--- src/rtl/i2cmbe_pkg.sv ---
// ---------------------------------------------------------------------------
// i2c master bit engine package
// item types, command and status codes, phase encoding
// ---------------------------------------------------------------------------
package i2cmbe_pkg;

  // configuration port
  localparam int CFG_IDX_W  = 2;
  localparam int CFG_DATA_W = 16;
  localparam logic [CFG_IDX_W-1:0] CFG_BIT_DELAY = 2'd0;
  localparam logic [CFG_IDX_W-1:0] CFG_TIMEOUT   = 2'd1;

  // reset values of the timing registers
  localparam logic [15:0] BIT_DELAY_RST = 16'd10;
  localparam logic [15:0] TIMEOUT_RST   = 16'd1000;

  // command codes
  localparam logic [2:0] OP_NONE  = 3'd0;
  localparam logic [2:0] OP_START = 3'd1;
  localparam logic [2:0] OP_STOP  = 3'd2;
  localparam logic [2:0] OP_WRITE = 3'd3;
  localparam logic [2:0] OP_READ  = 3'd4;

  // write status codes
  localparam logic [1:0] ST_OK      = 2'd0;
  localparam logic [1:0] ST_NO_RESP = 2'd1;
  localparam logic [1:0] ST_BUSY    = 2'd2;

  // top bit of the shift register
  localparam logic [7:0] MSB_MASK = 8'h80;

  // last bit index of a byte
  localparam logic [2:0] LAST_BIT = 3'd7;

  typedef enum logic [4:0] {
    PH_IDLE,
    PH_S_REL, PH_S_SDA, PH_S_SCL,
    PH_P_SDA, PH_P_REL, PH_P_SCL,
    PH_W_HI, PH_W_LO, PH_W_ACK1, PH_W_ACK2, PH_W_ACKLO, PH_W_BUSY,
    PH_R_HI, PH_R_LO, PH_R_AHI, PH_R_ALO
  } phase_t;

  typedef struct packed {
    logic [2:0] op;
    logic [7:0] byte_in;
    logic       ack_out;
    logic       sda_in;
  } in_item_t;

  typedef struct packed {
    logic       scl_out;
    logic       sda_out;
    logic       idle;
    logic       done_res;
    logic [7:0] read_byte;
    logic [1:0] status;
  } out_item_t;

endpackage

--- src/rtl/i2c_master_bit_engine_top.sv ---
// the result item of an accepted tick item is loaded into the output register when the item is accepted
// throughput: one tick item per clock cycle while results are taken; the output register drains while it refills
// the only stall is a held result that the receiver is not taking (in_stall = out_valid & out_stall)
// reset (rst_n low, synchronous): phase idle, both lines released, status ok,
//   read byte zero, bit delay 10 and timeout 1000 ticks, output register empty
// ---------------------------------------------------------------------------
// i2c master bit engine top
// tick-driven i2c master: start, stop, byte write with ack check, byte read
// ---------------------------------------------------------------------------
module i2c_master_bit_engine_top (
  input  logic                                clk,
  input  logic                                rst_n,
  input  logic                                in_valid,
  output logic                                in_stall,
  input  i2cmbe_pkg::in_item_t                in_item,
  output logic                                out_valid,
  input  logic                                out_stall,
  output i2cmbe_pkg::out_item_t               out_item,
  input  logic                                cfg_we,
  input  logic [i2cmbe_pkg::CFG_IDX_W-1:0]    cfg_index,
  input  logic [i2cmbe_pkg::CFG_DATA_W-1:0]   cfg_data
);

  // timing registers
  logic [15:0] bit_delay_r;
  logic [15:0] timeout_r;

  // engine state
  i2cmbe_pkg::phase_t phase_r, phase_nxt;
  logic [2:0]  bit_count_r, bit_count_nxt;
  logic [7:0]  shift_r, shift_nxt;
  logic [15:0] wait_r, wait_nxt;
  logic        scl_r, scl_nxt;
  logic        sda_r, sda_nxt;
  logic        ack_hold_r, ack_hold_nxt;
  logic [1:0]  status_r, status_nxt;
  logic [7:0]  read_r, read_nxt;

  // output register
  logic                  out_valid_r;
  i2cmbe_pkg::out_item_t out_item_r, out_item_nxt;

  logic        in_fire;
  logic        is_idle;
  logic        tick_end;
  logic        done;
  logic [15:0] wait_len;
  logic [7:0]  shift_sh;

  assign in_stall  = out_valid_r & out_stall;
  assign in_fire   = in_valid & ~in_stall;
  assign is_idle   = (phase_r == i2cmbe_pkg::PH_IDLE);
  // the current wait runs out on this tick
  assign tick_end  = in_fire & ~is_idle & (wait_r == 16'd1);
  assign done      = tick_end & (phase_nxt == i2cmbe_pkg::PH_IDLE);
  assign shift_sh  = {shift_r[6:0], 1'b0};
  assign out_valid = out_valid_r;
  assign out_item  = out_item_r;

  // next phase
  always_comb begin
    phase_nxt = phase_r;
    if (in_fire && is_idle) begin
      unique case (in_item.op)
        i2cmbe_pkg::OP_START: phase_nxt = i2cmbe_pkg::PH_S_REL;
        i2cmbe_pkg::OP_STOP:  phase_nxt = i2cmbe_pkg::PH_P_SDA;
        i2cmbe_pkg::OP_WRITE: phase_nxt = i2cmbe_pkg::PH_W_HI;
        i2cmbe_pkg::OP_READ:  phase_nxt = i2cmbe_pkg::PH_R_HI;
        default:              phase_nxt = i2cmbe_pkg::PH_IDLE;
      endcase
    end else if (tick_end) begin
      unique case (phase_r)
        i2cmbe_pkg::PH_S_REL: phase_nxt = i2cmbe_pkg::PH_S_SDA;
        i2cmbe_pkg::PH_S_SDA: phase_nxt = i2cmbe_pkg::PH_S_SCL;
        i2cmbe_pkg::PH_P_SDA: phase_nxt = i2cmbe_pkg::PH_P_REL;
        i2cmbe_pkg::PH_P_REL: phase_nxt = i2cmbe_pkg::PH_P_SCL;
        i2cmbe_pkg::PH_W_HI:  phase_nxt = i2cmbe_pkg::PH_W_LO;
        i2cmbe_pkg::PH_W_LO:
          phase_nxt = (bit_count_r == i2cmbe_pkg::LAST_BIT) ? i2cmbe_pkg::PH_W_ACK1
                                                            : i2cmbe_pkg::PH_W_HI;
        i2cmbe_pkg::PH_W_ACK1:
          phase_nxt = in_item.sda_in ? i2cmbe_pkg::PH_W_ACK2 : i2cmbe_pkg::PH_W_ACKLO;
        i2cmbe_pkg::PH_W_ACK2:
          phase_nxt = in_item.sda_in ? i2cmbe_pkg::PH_IDLE : i2cmbe_pkg::PH_W_ACKLO;
        i2cmbe_pkg::PH_W_ACKLO:
          phase_nxt = in_item.sda_in ? i2cmbe_pkg::PH_IDLE : i2cmbe_pkg::PH_W_BUSY;
        i2cmbe_pkg::PH_R_HI:  phase_nxt = i2cmbe_pkg::PH_R_LO;
        i2cmbe_pkg::PH_R_LO:
          phase_nxt = (bit_count_r == i2cmbe_pkg::LAST_BIT) ? i2cmbe_pkg::PH_R_AHI
                                                            : i2cmbe_pkg::PH_R_HI;
        i2cmbe_pkg::PH_R_AHI: phase_nxt = i2cmbe_pkg::PH_R_ALO;
        default:              phase_nxt = i2cmbe_pkg::PH_IDLE;
      endcase
    end
  end

  // wait length for the phase being entered, zero acts as one tick
  always_comb begin
    if (phase_nxt == i2cmbe_pkg::PH_W_ACK2 || phase_nxt == i2cmbe_pkg::PH_W_BUSY) begin
      wait_len = timeout_r;
    end else begin
      wait_len = bit_delay_r;
    end
    if (wait_len == 16'd0) begin
      wait_len = 16'd1;
    end
  end

  // line drives, shifter, counters and results
  always_comb begin
    bit_count_nxt = bit_count_r;
    shift_nxt     = shift_r;
    scl_nxt       = scl_r;
    sda_nxt       = sda_r;
    ack_hold_nxt  = ack_hold_r;
    status_nxt    = status_r;
    read_nxt      = read_r;
    wait_nxt      = wait_r;

    if (in_fire && is_idle) begin
      case (in_item.op)
        i2cmbe_pkg::OP_START: begin
          scl_nxt = 1'b1;
          sda_nxt = 1'b1;
        end
        i2cmbe_pkg::OP_STOP: begin
          scl_nxt = 1'b1;
          sda_nxt = 1'b0;
        end
        i2cmbe_pkg::OP_WRITE: begin
          bit_count_nxt = 3'd0;
          shift_nxt     = in_item.byte_in;
          sda_nxt       = |(in_item.byte_in & i2cmbe_pkg::MSB_MASK);
          scl_nxt       = 1'b1;
        end
        i2cmbe_pkg::OP_READ: begin
          bit_count_nxt = 3'd0;
          shift_nxt     = 8'd0;
          ack_hold_nxt  = in_item.ack_out;
          sda_nxt       = 1'b1;
          scl_nxt       = 1'b1;
        end
        default: ;
      endcase
    end else if (tick_end) begin
      case (phase_r)
        i2cmbe_pkg::PH_S_REL: sda_nxt = 1'b0;
        i2cmbe_pkg::PH_S_SDA: scl_nxt = 1'b0;
        i2cmbe_pkg::PH_P_SDA: sda_nxt = 1'b1;
        i2cmbe_pkg::PH_P_REL: scl_nxt = 1'b0;
        i2cmbe_pkg::PH_W_HI:  scl_nxt = 1'b0;
        i2cmbe_pkg::PH_W_LO: begin
          shift_nxt = shift_sh;
          scl_nxt   = 1'b1;
          if (bit_count_r == i2cmbe_pkg::LAST_BIT) begin
            sda_nxt = 1'b1;
          end else begin
            bit_count_nxt = bit_count_r + 3'd1;
            sda_nxt       = |(shift_sh & i2cmbe_pkg::MSB_MASK);
          end
        end
        i2cmbe_pkg::PH_W_ACK1, i2cmbe_pkg::PH_W_ACK2: begin
          if (!in_item.sda_in) begin
            scl_nxt = 1'b0;
          end else if (phase_r == i2cmbe_pkg::PH_W_ACK2) begin
            status_nxt = i2cmbe_pkg::ST_NO_RESP;
          end
        end
        i2cmbe_pkg::PH_W_ACKLO: begin
          if (in_item.sda_in) begin
            status_nxt = i2cmbe_pkg::ST_OK;
          end
        end
        i2cmbe_pkg::PH_W_BUSY:
          status_nxt = in_item.sda_in ? i2cmbe_pkg::ST_OK : i2cmbe_pkg::ST_BUSY;
        i2cmbe_pkg::PH_R_HI: begin
          shift_nxt = {shift_r[6:0], in_item.sda_in};
          scl_nxt   = 1'b0;
        end
        i2cmbe_pkg::PH_R_LO: begin
          scl_nxt = 1'b1;
          if (bit_count_r == i2cmbe_pkg::LAST_BIT) begin
            sda_nxt = ~ack_hold_r;
          end else begin
            bit_count_nxt = bit_count_r + 3'd1;
          end
        end
        i2cmbe_pkg::PH_R_AHI: scl_nxt = 1'b0;
        i2cmbe_pkg::PH_R_ALO: read_nxt = shift_r;
        default: ;
      endcase
    end

    // wait counter: clear on return to idle, reload on every step, count down otherwise
    if (in_fire) begin
      if (phase_nxt == i2cmbe_pkg::PH_IDLE) begin
        wait_nxt = 16'd0;
      end else if ((is_idle && phase_nxt != i2cmbe_pkg::PH_IDLE) || tick_end) begin
        wait_nxt = wait_len;
      end else begin
        wait_nxt = wait_r - 16'd1;
      end
    end
  end

  // result item for this tick
  always_comb begin
    out_item_nxt.scl_out   = scl_nxt;
    out_item_nxt.sda_out   = sda_nxt;
    out_item_nxt.idle      = (phase_nxt == i2cmbe_pkg::PH_IDLE);
    out_item_nxt.done_res  = done;
    out_item_nxt.read_byte = read_nxt;
    out_item_nxt.status    = status_nxt;
  end

  // configuration registers
  always_ff @(posedge clk) begin
    if (!rst_n) begin
      bit_delay_r <= i2cmbe_pkg::BIT_DELAY_RST;
      timeout_r   <= i2cmbe_pkg::TIMEOUT_RST;
    end else if (cfg_we) begin
      if (cfg_index == i2cmbe_pkg::CFG_BIT_DELAY) begin
        bit_delay_r <= cfg_data;
      end else if (cfg_index == i2cmbe_pkg::CFG_TIMEOUT) begin
        timeout_r <= cfg_data;
      end
    end
  end

  // engine state
  always_ff @(posedge clk) begin
    if (!rst_n) begin
      phase_r     <= i2cmbe_pkg::PH_IDLE;
      bit_count_r <= 3'd0;
      shift_r     <= 8'd0;
      wait_r      <= 16'd0;
      scl_r       <= 1'b1;
      sda_r       <= 1'b1;
      ack_hold_r  <= 1'b0;
      status_r    <= i2cmbe_pkg::ST_OK;
      read_r      <= 8'd0;
    end else if (in_fire) begin
      phase_r     <= phase_nxt;
      bit_count_r <= bit_count_nxt;
      shift_r     <= shift_nxt;
      wait_r      <= wait_nxt;
      scl_r       <= scl_nxt;
      sda_r       <= sda_nxt;
      ack_hold_r  <= ack_hold_nxt;
      status_r    <= status_nxt;
      read_r      <= read_nxt;
    end
  end

  // output register
  always_ff @(posedge clk) begin
    if (!rst_n) begin
      out_valid_r <= 1'b0;
    end else if (in_fire) begin
      out_valid_r <= 1'b1;
    end else if (!out_stall) begin
      out_valid_r <= 1'b0;
    end
  end

  always_ff @(posedge clk) begin
    if (in_fire) begin
      out_item_r <= out_item_nxt;
    end
  end

endmodule

--- config.mk ---
export PLATFORM = sky130hd
export DESIGN_NAME = i2c_master_bit_engine_top
export DESIGN_NICKNAME = d
export VERILOG_FILES = /design/src/rtl/i2cmbe_pkg.sv /design/src/rtl/i2c_master_bit_engine_top.sv
export SDC_FILE = /design/constraint.sdc
export NUM_CORES = 1
export LEC_CHECK = 0
export BUFFER_PORTS_ARGS = -buffer_cell sky130_fd_sc_hd__buf_2
export CORE_UTILIZATION = 45
export CTS_BUF_LIST = sky130_fd_sc_hd__clkbuf_16
export DETAILED_ROUTE_END_ITERATION = 8
export PLACE_DENSITY = 0.63
export SYNTH_ARGS = -nofsm -noshare
export SYNTH_HDL_FRONTEND = slang
export SYNTH_SLANG_ARGS = --single-unit
--- constraint.sdc ---
create_clock -name clk -period 2.5 [get_ports clk]
set_input_delay 0.375 -clock clk [delete_from_list [all_inputs] [get_ports clk]]
set_output_delay 0.375 -clock clk [all_outputs]
set_load 0.1 [all_outputs]
### Yosys cells after proc, flatten, opt, wreduce, memory -nomap -nowiden

Cells that the tools add are included.

* bits in read-only memories: 0
* bits in latches: 0
* word-level logic and storage cells: 124
* memories: 0
* bits of input ports: 36
* bits in registers: 92
* RAM bits: 0

* muxes and demuxes: 45
* shifts and indexed selects: 0
* reduce and logical (&&, ||, !) cells: 23
* order comparisons: 0
* eq/ne operators: 27
* divide/modulo/power cells: 0
* add/sub/neg operators: 2
* bitwise logic cells: 9
* $mul: 0

Operators by type and width (number)
* 2-to-1 mux 16 bit: 4
* case mux 5 bit (12 select lines): 1
* equality test 5 x 4 -> 1 bit, second input constant: 10
* 2-to-1 mux 8 bit: 5
* case mux 8 bit (2 select lines): 2
* equality test 16 x 1 -> 1 bit, second input constant: 1
* logical NOT 16 bit: 1
* case mux 4 bit (4 select lines): 1
* subtractor 16 x 1 -> 16 bit, second input constant: 1
* equality test 5 x 3 -> 1 bit, second input constant: 3
* 2-to-1 mux 3 bit: 5
* 2-to-1 mux 2 bit: 7
* 2-to-1 mux 4 bit: 3
* 2-to-1 mux 1 bit: 11
* logical NOT 5 bit: 2
* 2-to-1 mux 5 bit: 2
* OR reduction 2 bit: 4
* equality test 3 x 2 -> 1 bit, second input constant: 2
* equality test 3 bit, second input constant: 2
* case mux 1 bit (3 select lines): 2
* case mux 2 bit (3 select lines): 1
* AND reduction 3 bit: 2
* bitwise AND 1 bit: 5
* equality test 5 x 1 -> 1 bit, second input constant: 1
* 21 further kinds: 28

### Depth between registers and ports, before layout

* depth after elaboration: 14
* mapped depth: 12

### Worst setup path after synthesis

Ideal clock, no wire load.

* path kind: register to register
* start: register out_valid_r, in the netlist out_valid
* end: register wait_r[14]
* clock period less this slack: 3.071 ns
* path buffers: 1
* cell stages (with the launch flop): 11
* data arrival time: 2.992 ns
* slack: -0.571 ns
* setup time: 0.079 ns
* cells stage by stage: dfxtp_1 > a21bo_2 > buf_2 > inv_2 > nand3_1 > o21ba_2 > o2bb2ai_4 > o41ai_4 > or2_4 > or4_1 > o211ai_1

* word-level cells in the longest chain between the ends: 14
* elaborated cells on any way between the ends: 20

Ends and longest elaborated chain
* start: declaration: RTL line i2c_master_bit_engine_top.sv:40 `logic out_valid_r;`
* start signal: assignment: RTL line i2c_master_bit_engine_top.sv:258 `out_valid_r <= 1'b0;`
* start signal: assignment: RTL line i2c_master_bit_engine_top.sv:260 `out_valid_r <= 1'b1;`
* start signal: assignment: RTL line i2c_master_bit_engine_top.sv:262 `out_valid_r <= 1'b0;`
* bitwise AND 1 bit (*): RTL line i2c_master_bit_engine_top.sv:50 `assign in_stall = out_valid_r & out_stall;`
* NOT 1 bit (*): RTL line i2c_master_bit_engine_top.sv:51 `assign in_fire = in_valid & ~in_stall;`
* bitwise AND 1 bit (*): RTL line i2c_master_bit_engine_top.sv:51
* via in_fire: RTL line i2c_master_bit_engine_top.sv:43 `logic in_fire;`
* bitwise AND 1 bit (2 in series): RTL line i2c_master_bit_engine_top.sv:54 `assign tick_end = in_fire & ~is_idle & (wait_r == 16'd1);`
* 2-to-1 mux 5 bit: RTL line i2c_master_bit_engine_top.sv:71 `end else if (tick_end) begin`
* 2-to-1 mux 5 bit: RTL line i2c_master_bit_engine_top.sv:63 `if (in_fire && is_idle) begin`
* equality test 5 x 4 -> 1 bit: RTL line i2c_master_bit_engine_top.sv:99 `if (phase_nxt == i2cmbe_pkg::PH_W_ACK2 || phase_nxt == i2cmbe_pkg::PH_W_BUSY) begin`
* logical OR 1 bit: RTL line i2c_master_bit_engine_top.sv:99
* 2-to-1 mux 16 bit: RTL line i2c_master_bit_engine_top.sv:99
* logical NOT 16 bit: RTL line i2c_master_bit_engine_top.sv:104 `if (wait_len == 16'd0) begin`
* 2-to-1 mux 16 bit: RTL line i2c_master_bit_engine_top.sv:104
* 2-to-1 mux 16 bit: RTL line i2c_master_bit_engine_top.sv:198 `end else if ((is_idle && phase_nxt != i2cmbe_pkg::PH_IDLE) || tick_end) begin`
* 2-to-1 mux 16 bit: RTL line i2c_master_bit_engine_top.sv:196 `if (phase_nxt == i2cmbe_pkg::PH_IDLE) begin`
* end signal: assignment: RTL line i2c_master_bit_engine_top.sv:246 `wait_r <= wait_nxt;`
* end: declaration: RTL line i2c_master_bit_engine_top.sv:32 `logic [15:0] wait_r, wait_nxt;`

Mark *: on every way through the listed nets, which the timed path passes. The rest lies on a longest branch.
A chain may end at the register's enable or synchronous reset.

### Worst setup path after layout

* start: register wait_r[1]
* end: register wait_r[14]

* word-level cells in the longest chain between the ends: 11
* elaborated cells on any way between the ends: 17

Ends and longest elaborated chain (RTL line)
* equality test 16 x 1 -> 1 bit: i2c_master_bit_engine_top.sv:54
* bitwise AND 1 bit: i2c_master_bit_engine_top.sv:54
* 2-to-1 mux 5 bit: i2c_master_bit_engine_top.sv:71
* 2-to-1 mux 5 bit: i2c_master_bit_engine_top.sv:63
* equality test 5 x 4 -> 1 bit: i2c_master_bit_engine_top.sv:99
* logical OR 1 bit: i2c_master_bit_engine_top.sv:99
* 2-to-1 mux 16 bit: i2c_master_bit_engine_top.sv:99
* logical NOT 16 bit: i2c_master_bit_engine_top.sv:104
* 2-to-1 mux 16 bit: i2c_master_bit_engine_top.sv:104
* 2-to-1 mux 16 bit: i2c_master_bit_engine_top.sv:198
* 2-to-1 mux 16 bit (*): i2c_master_bit_engine_top.sv:196

Mark *: on every way between the ends. The rest lies on a longest branch, timed or not.

==> summary.md <==
| Metric | Value |
|---|---|
| Die H | `107 microns` |
| Register area share after synthesis | `0.400` |
| Hold Path Class | `primary input to register` |
| Drt total wl | `14400 microns` |
| Rel. slew slack | `0.338` |
| Run status | `finished, violations left` |
| I/O pin count | `52` |
| Cells along the critical path | `inv_2 -> ha_4 -> or4b_4 -> nor4_4 -> and3_4 -> a211o_4 -> o41ai_4 -> or2_4 -> or4_1 -> o211ai_1` |
| Pleak | `2.76 nW` |
| Maximum VDD drop | `0.000447 V` |
| Area delta synth->final | `30.8%` |
| CP top delay family | `simple AND/OR/NAND/NOR gates` |
| Switching pwr | `1.40 mW` |
| Die width | `107 microns` |
| FMAX | `363 MHz` |
| Row count | `37` |
| Highest metal used | `met4` |
| Crit end category | `register` |
| Wire per inst | `16.8 microns` |
| DR vias | `4845` |
| Vias in the first global route | `4677` |
| Post-synth cell types | `82` |
| Fin util | `0.617` |
| Pwr dens | `663 nW/um^2` |
| Setup Skew | `0.00995 ns` |
| Slew Limit Fails | `0` |
| IO buf count | `51` |
| Worst-path clk slew | `0.07 ns` |
| Top-count cell post-synth | `nand2_1` |
| Asr flop ratio synth | `0` |
| Int Power | `2.91 mW` |
| Cell area after synthesis | `4960 sq um` |
| Ys flop type | `dfxtp_1` |
| Cells after DPL | `827` |
| Final Hold Viols | `0` |
| CTS tree | `built` |
| # clock sinks | `92` |
| CTS hold repair buffers | `0` |
| CP peak stage delay | `0.48 ns` |
| RSZ-0062 raised after global routing | `true` |
| Number of synthesized flops with an enable pin | `14` |
| Post-DRT Antenna Nets | `0` |
| Required @ worst endpoint | `2.76 ns` |
| First-pass GRT wire length | `23300 microns` |
| Top post-synthesis cells by area | `dfxtp_1 (31%), edfxtp_1 (8.5%), nand2_1 (7.9%), a21oi_1 (5.6%), mux2i_1 (4.0%)` |
| Critical path arrival | `3.02 ns` |
| Met3 wire length | `755 microns` |
| Worst hold start | `in_valid` |
| Fin crit period | `2.75 ns` |
| Clk root buf | `clkbuf_16` |
| Initial antenna violation count | `0` |
| Gate Count Post-Synth | `589` |
| Antenna fix cells | `0` |
| GPL Wtd Cong | `0.900` |
| Maxcap violations | `0` |
| Pre-Repair DR Iteration Count | `5` |
| CTS Buffer Depth | `2` |
| Crit Reg-Reg Startpoint | `wait_r[1]` |
| CP Max Fanout | `5` |
| Fraction of layout cells with a size suffix above 1 | `0.324` |
| Crit Path Class | `register to register` |
| Largest area contributor in the netlist | `dfxtp_1` |
| GRT overflow | `0` |
| Syn Nets | `629` |
| TNS Setup | `-3.27 ns` |
| Worst skew pair latency | `0.34 ns` |
| WL met2 | `6610 microns` |
| Commonest cells post-synth | `nand2_1 (104), dfxtp_1 (78), a21oi_1 (55)` |
| Synthesized area per cell | `8.42 sq um` |
| Final number of setup-violating endpoints | `18` |
| Failing checks | `negative setup slack` |
| Overall global routing resource usage | `0.261` |
| Layout Nets | `755` |
| Seq pwr share | `0.381` |
| Vias per Instance | `5.66` |
| DIE AREA | `11400 sq um` |
| Area share of the largest cell type after synthesis | `0.315` |
| Slew @ Worst Pin | `0.989 ns` |
| Logic pwr share | `0.299` |
| Crit share post-route | `1.10` |
| Clock power frac | `0.320` |
| Yosys warnings | `0` |
| Startpoint types | `register` |
| Final std cells w/o fill | `856` |
| CORE AREA | `10500 sq um` |
| Met1 Wirelength | `6800 microns` |
| TritonCTS buffer count | `9` |
| Largest net degree at the start of global routing | `43` |
| Critical path's slowest cell | `or4b_4` |
| Final Worst Setup Slack | `-0.254 ns` |
| Bufs and invs on worst path | `1` |
| Number of DRC markers in iteration 0 | `372` |
| DRC errors left | `0` |
| Switch share | `0.324` |
| Critical path origin | `wait_r[1]` |
| #FFs+latches synth | `92` |
| Initial Utilization | `0.472` |
| H-tree depth | `3` |
| Final HPWL DP | `10300 microns` |
==> placed cells by master, fill, tap and decap left out, drive strengths merged, types with 8 or more instances in the layout <==
master,n
buf,150
nand2,106
dfxtp,78
a21oi,55
nor2,36
o21ai,32
mux2i,20
nand3,18
nor3,17
and2,17
inv,16
edfxtp,14
nor4,14
mux2,10
clkbuf,9
o211ai,9
nand2b,8
or3,8
nor2b,8
==> stage by stage <==
step | setup slack, ns | power, mW | instance area, sq um | hold WS [ns]
6_report | -0.254 | 4.30 | 6490 | 0.257
5_1_grt | -0.433 | 4.49 | 6490 | 0.253
4_1_cts | -0.254 | 4.30 | 6450 | 0.245
3_5_place_dp | -0.365 | 2.83 | 5930 | 0.456
3_3_place_gp | -0.334 | 2.82 | 5930 | 0.445
2_1_floorplan | -0.103 | 2.41 | 5010 | 0.436
==> cells by family after synthesis <==
kind of cell	count (synthesis)	share of synthesized area
buffers and inverters	49	0.0421
AO/OA/AOI/OAI	146	0.196
flip-flops	92	0.400
multiplexers	30	0.0631
XOR/XNOR	5	0.0103
AND/OR/NAND/NOR	263	0.278
adder cells (fa/ha/maj)	4	0.0101
==> final timing paths <==
check / slack, ns / endpoint / cells after the start
min: 0.26 / out_valid / 2
max reg2reg: -0.25 / wait_r[14] / 10
min reg2reg: 0.46 / bit_count_r[2] / 2
max: -0.25 / wait_r[14] / 10
==> metal layers <==
metal  vias to the layer above  track usage
li1                       2371            -
met1                      2317        0.354
met2                       139        0.420
met3                        18       0.0474
met4                         0       0.0851
met5                         -            0
==> power by group through the flow <==
stage               Sequential, mW  Combinational, mW  Clock [mW]
floorplan                     1.76              0.642           0
global placement              1.67               1.15           0
detailed placement            1.67               1.16           0
CTS                           1.64               1.25        1.41
global route                  1.65               1.38        1.47
finish                        1.64               1.28        1.38
==> what timing repair did <==
item	CTS	global route
pin swaps	16	2
setup buffers	11	1
cloned	0	1
setup endpoints to repair	17	22
gates resized for setup	31	8
==> flip-flops by register name, summed over array words and instances (netlist names) <==
name         cells
status_r         2
wait_r          16
scl_r            1
bit_delay_r     16
bit_count_r      3
sda_r            1
out_item        14
shift_r          8
out_valid        1
phase_r          5
timeout_r       16
read_r           8
ack_hold_r       1
==> cell type report <==
type,instances,area [sq um]
clock inverter,7,76.3
clock buffer,9,225
fill,938,4020
tap,136,170
sequential,92,1990
timing repair buffer,150,1030
inverter,13,53.8
multi-input combinational,449,2940
Note: power is estimated with default switching activity, not from simulation.
